<file path="src/design/assert_macros.svh">
// assertion helpers, clocked on clk and disabled while rst_n is low
`ifndef ASSERT_MACROS_SVH
`define ASSERT_MACROS_SVH
`ifndef SYNTHESIS
`define CWT_ASSERT(lbl, prop, msg) \
    lbl: assert property (@(posedge clk) disable iff (!rst_n) (prop)) else $error(msg);
`define CWT_ASSERT_IMPL(lbl, ante, cons, msg) \
    lbl: assert property (@(posedge clk) disable iff (!rst_n) (ante) |-> (cons)) else $error(msg);
`define CWT_ASSERT_NEXT(lbl, ante, cons, msg) \
    lbl: assert property (@(posedge clk) disable iff (!rst_n) (ante) |=> (cons)) else $error(msg);
`else
`define CWT_ASSERT(lbl, prop, msg)
`define CWT_ASSERT_IMPL(lbl, ante, cons, msg)
`define CWT_ASSERT_NEXT(lbl, ante, cons, msg)
`endif
`endif

</file>
<file path="src/design/cwt_pkg.sv">
`default_nettype none
package cwt_pkg;

    localparam int SLOTS_DEFAULT = 256;

    localparam int OP_W   = 2;
    localparam int ID_W   = 32;
    localparam int ST_W   = 3;
    localparam int USED_W = 9;

    localparam logic [ID_W-1:0] EMPTY_MARK = 32'hFFFF_FFFF;

    localparam logic [OP_W-1:0] OP_LOOKUP = 2'd0;
    localparam logic [OP_W-1:0] OP_STORE  = 2'd1;
    localparam logic [OP_W-1:0] OP_ERASE  = 2'd2;

    localparam logic [ST_W-1:0] ST_PRESENT = 3'd0;
    localparam logic [ST_W-1:0] ST_ABSENT  = 3'd1;
    localparam logic [ST_W-1:0] ST_STORED  = 3'd2;
    localparam logic [ST_W-1:0] ST_FULL    = 3'd3;
    localparam logic [ST_W-1:0] ST_ERASED  = 3'd4;

    typedef struct packed {
        logic load;
        logic step;
        logic finish;
    } cmd_t;

    typedef struct packed {
        logic scan_done;
    } sts_t;

endpackage
`default_nettype wire

</file>
<file path="src/design/cwt_ctrl.sv">
`default_nettype none
module cwt_ctrl (
    input  wire logic          clk,
    input  wire logic          rst_n,
    input  wire logic          in_valid,
    output logic               in_ready,
    output logic               out_valid,
    input  wire logic          out_ready,
    output cwt_pkg::cmd_t      cmd,
    input  wire cwt_pkg::sts_t sts
);
    import cwt_pkg::*;

    localparam logic [1:0] S_IDLE = 2'd0;
    localparam logic [1:0] S_SCAN = 2'd1;
    localparam logic [1:0] S_FIN  = 2'd2;

    logic [1:0] state_reg;
    logic [1:0] state_next;
    logic       out_valid_reg;
    logic       out_valid_next;

    assign in_ready  = (state_reg == S_IDLE);
    assign out_valid = out_valid_reg;

    always_comb
    begin
        cmd            = '0;
        state_next     = state_reg;
        out_valid_next = out_valid_reg && !out_ready;
        unique case (state_reg)
            S_IDLE:
            begin
                if (in_valid)
                begin
                    cmd.load   = 1'b1;
                    state_next = S_SCAN;
                end
            end
            S_SCAN:
            begin
                if (sts.scan_done)
                begin
                    state_next = S_FIN;
                end
                else
                begin
                    cmd.step = 1'b1;
                end
            end
            S_FIN:
            begin
                // result register free or draining this cycle
                if (!out_valid_reg || out_ready)
                begin
                    cmd.finish     = 1'b1;
                    out_valid_next = 1'b1;
                    state_next     = S_IDLE;
                end
            end
            default:
            begin
                state_next = S_IDLE;
            end
        endcase
    end

    always_ff @(posedge clk or negedge rst_n)
    begin
        if (!rst_n)
        begin
            state_reg     <= S_IDLE;
            out_valid_reg <= 1'b0;
        end
        else
        begin
            state_reg     <= state_next;
            out_valid_reg <= out_valid_next;
        end
    end

endmodule
`default_nettype wire

</file>
<file path="config.mk">
export PLATFORM = sky130hd
export DESIGN_NAME = cwt_ctrl
export DESIGN_NICKNAME = d
export VERILOG_FILES = /design/src/design/assert_macros.svh /design/src/design/cwt_pkg.sv /design/src/design/cwt_ctrl.sv
export SDC_FILE = /design/constraint.sdc
export NUM_CORES = 1
export LEC_CHECK = 0
export ABC_AREA = 0
export BUFFER_PORTS_ARGS = -buffer_cell sky130_fd_sc_hd__buf_2
export CAP_MARGIN = 30
export CORE_AREA = 2 2 39 41
export CTS_BUF_LIST = sky130_fd_sc_hd__clkbuf_8
export DETAILED_ROUTE_END_ITERATION = 12
export DIE_AREA = 0 0 41 43
export PLACE_DENSITY = 0.35
export SYNTH_ARGS = -nofsm -noshare
export SYNTH_HDL_FRONTEND = slang
export SYNTH_SLANG_ARGS = --single-unit
</file>
<file path="constraint.sdc">
create_clock -name clk -period 1 [get_ports clk]
set_input_delay 0.3 -clock clk [delete_from_list [all_inputs] [get_ports clk]]
set_output_delay 0.3 -clock clk [all_outputs]
set_load 0.01 [all_outputs]
</file>
==> reports/qor.yml <==
crit_path_largest_cell_delay_ps: 420
core_area_um2: 1380
p_leak_nw: 0.163
worst_hold_path.num_cells: 3
dieHeight_um: 43
timing_worst_setup_path_type: "reg -> out"
max-cap-violations: 0
clock_sinks: 3
min_from: "in_valid"
post_synth_xor_area_fraction: 0
grt_first_pass_wirelength_um: 627
syn_nets: 20
critical_path.reg2reg.endpoint: "state_reg[1]"
synth.distinct_cells: 10
slew-limit-headroom: 0.902
vias_in_the_first_global_route: 153
tritoncts: "done"
critPathCaptureType: "primary output"
max-vdd-ir-drop_uv: 991
finish.instance_area_um2: 324
postSynthCellCount: 15
port_buffers: 9
r2r_slack_ps: 90
worstReg2RegStart: "state_reg[0]"
cp_data_required_time_ps: 700
synth.avg_cell_area_um2: 9.68
post_drt_wl_per_cell_um: 8.29
layout_setup_ws_ps: -296
layout_worst_path_cycle_share: 1.30
cp.buffers_inverters: 1
maxUsedRoutingLayer: "met3"
cts_made_buffers: 3
max_freq_mhz: 772
synth_top_family_by_area: "simple AND/OR/NAND/NOR gates"
starting_utilization_of_the_core_area: 0.105
synth.area.mux_share: 0
floorplan.die_area_um2: 1760
power.density_cell_area_nw_per_um2: 2610
antennaDiodeCount: 0
run_status: "complete, but fails checks"
area.growth.synth_to_final_pct: 123
crit_cells: 3
timing.final.max_slew_violations: 0
worst_hold_path.endpoint: "state_reg[0]"
met3_wirelength_um: 56
crit_path_top_delay_cell: "dfrtp_2"
rows: 14
clock_transition_at_the_register_clock_pins_on_the_worst_setup_and_hold_paths_after_cts_ps: 30
layout.core_utilization: 0.234
routed_wl_um: 406
drt_first_pass_iters: 2
synthesized_area_fraction_occupied_by_and_or_nand_nor_cells: 0.414
cts_root_buf: "clkbuf_8"
fin_setup_tns_ps: -1060
ios: 10
finalNetCount: 39
gpl_congestion: 0.513
largest_register_ff_count: 2
violations: "setup timing"
route.met2.wl_um: 165
route.vias.total: 169
drcViolationCount: 0
finClkSkew_ps: 0.592
adder_cell_share_of_the_synthesized_area: 0
antenna_violating_nets_post_route: 0
insertion_delay_ps: 210
synth-seq-cells: 3
crit_arrival_ps: 1000
finalHoldViolations: 0
drive_above_1_share: 0.697
grt_antenna_before_repair: 0
htreeDepth: 1
place_area_um2: 233
synthesis.area_um2: 145
worst_setup_path_start_kind: "flip-flop"
synth_sequential_area_ratio: 0.517
synth-warning-count: 0
rsz_0062_raised_after_global_routing: "true"
grt_start_max_net_pins: 7
worst_r2r_path_depth: 3
crit_fanout: 5
first_iter_violations: 3
hold_removal_path_class: "in -> reg"
m1WireLength_um: 184
crit_chain: "nand2b_4, nor2b_2, buf_2"
chipWidth_um: 41
setup_viol: 5
fillerInstances: 151
global_route.usage.total: 0.0622
detail_routed_via_count_per_cell: 3.45
globalRouteOverflowTotal: 0
period_minus_slack_ps: 1300
compound_gate_fraction_of_synth_area: 0.0690
max_slew.worst_pin.slew_ps: 147
worst_path_top_cell_family_by_delay: "flip-flops"
max-clock-path-buffers: 2
[where the power goes]
part	leakage, nW	internal, W	switching (W)
combinational	0.100	0.000180	0.000114
clock	0.0269	0.000261	0.0000755
sequential	0.0362	0.000167	0.0000482
[placed cells by master (no fill, tap or decap)]
cell type / instances
buf_2: 8
buf_4: 4
nand2b_1: 3
clkbuf_8: 3
dfrtp_2: 2
nor2_2: 1
nor3b_2: 1
nand2b_4: 1
nor2b_2: 1
and2_4: 1
nand2_1: 1
nand3b_1: 1
o21ai_1: 1
a21oi_1: 1
inv_1: 1
dlygate4sd3_1: 1
dfrtp_1: 1
buf_6: 1
[worst reg2reg max path, stage by stage (launching register included)]
cell and delay (ps):
dfrtp_2 420, nand2b_4 150, buf_4 130, o21ai_1 120
[per-stage QoR]
step	instances	hold WS, ps	worst slack (ps)	power, W
global placement	42	95.7	-137	0.000423
global route	49	394	-344	0.000914
CTS	47	368	-335	0.000818
finish	49	364	-296	0.000844
floorplan	15	4.41	-41.7	0.000329
detailed placement	42	104	-147	0.000427
[layout make-up]
cell class	count	area, µm²	share of cell area
multi-input combinational	12	90.1	0.278
timing repair buffer	14	91.3	0.282
clock inverter	1	3.75	0.0116
clock buffer	3	41.3	0.127
tap	16	20.0	0.0618
sequential	3	77.6	0.239
[routing by layer]
layer	up-vias	GRT usage
met5	-	0
met4	0	0.0600
met3	0	0.0471
met2	12	0.0750
met1	72	0.0643
li1	85	-
[cells in the mapped netlist (all sizes together)]
| cell | n | area share |
|---|---|---|
| nand2b | 4 | 0.17 |
| dfrtp | 3 | 0.52 |
| a21oi | 1 | 0.034 |
| and2 | 1 | 0.043 |
| nand2 | 1 | 0.026 |
| nand3b | 1 | 0.052 |
| nor2 | 1 | 0.026 |
| nor2b | 1 | 0.043 |
| nor3b | 1 | 0.052 |
| o21ai | 1 | 0.034 |
[timing repair]
item / in CTS / in global routing
pin swaps: 2 / 1
resized for setup: 3 / 2
setup endpoints to repair: 5 / 5
hold buffers: 1 / 0
hold endpoints to repair: 3 / 0
buffers inserted: 0 / 2
[logic make-up (layout without fill, tap and decap cells)]
kind of cell	after synthesis	in the layout
compound gates	2	2
buf+inv	0	18
flops	3	3
simple gates	10	10
[worst max-delay path by stage]
stage / endpoint / slack, ps / startpoint
6_report: cmd[0] / -300 / state_reg[0]
5_1_grt: cmd[2] / -340 / state_reg[1]
4_1_cts: cmd[0] / -340 / state_reg[0]
3_5_place_dp: cmd[0] / -150 / state_reg[0]
3_3_place_gp: cmd[0] / -140 / state_reg[0]
2_1_floorplan: cmd[2] / -40 / state_reg[1]
No activity file was read; power rests on OpenSTA's default activity.
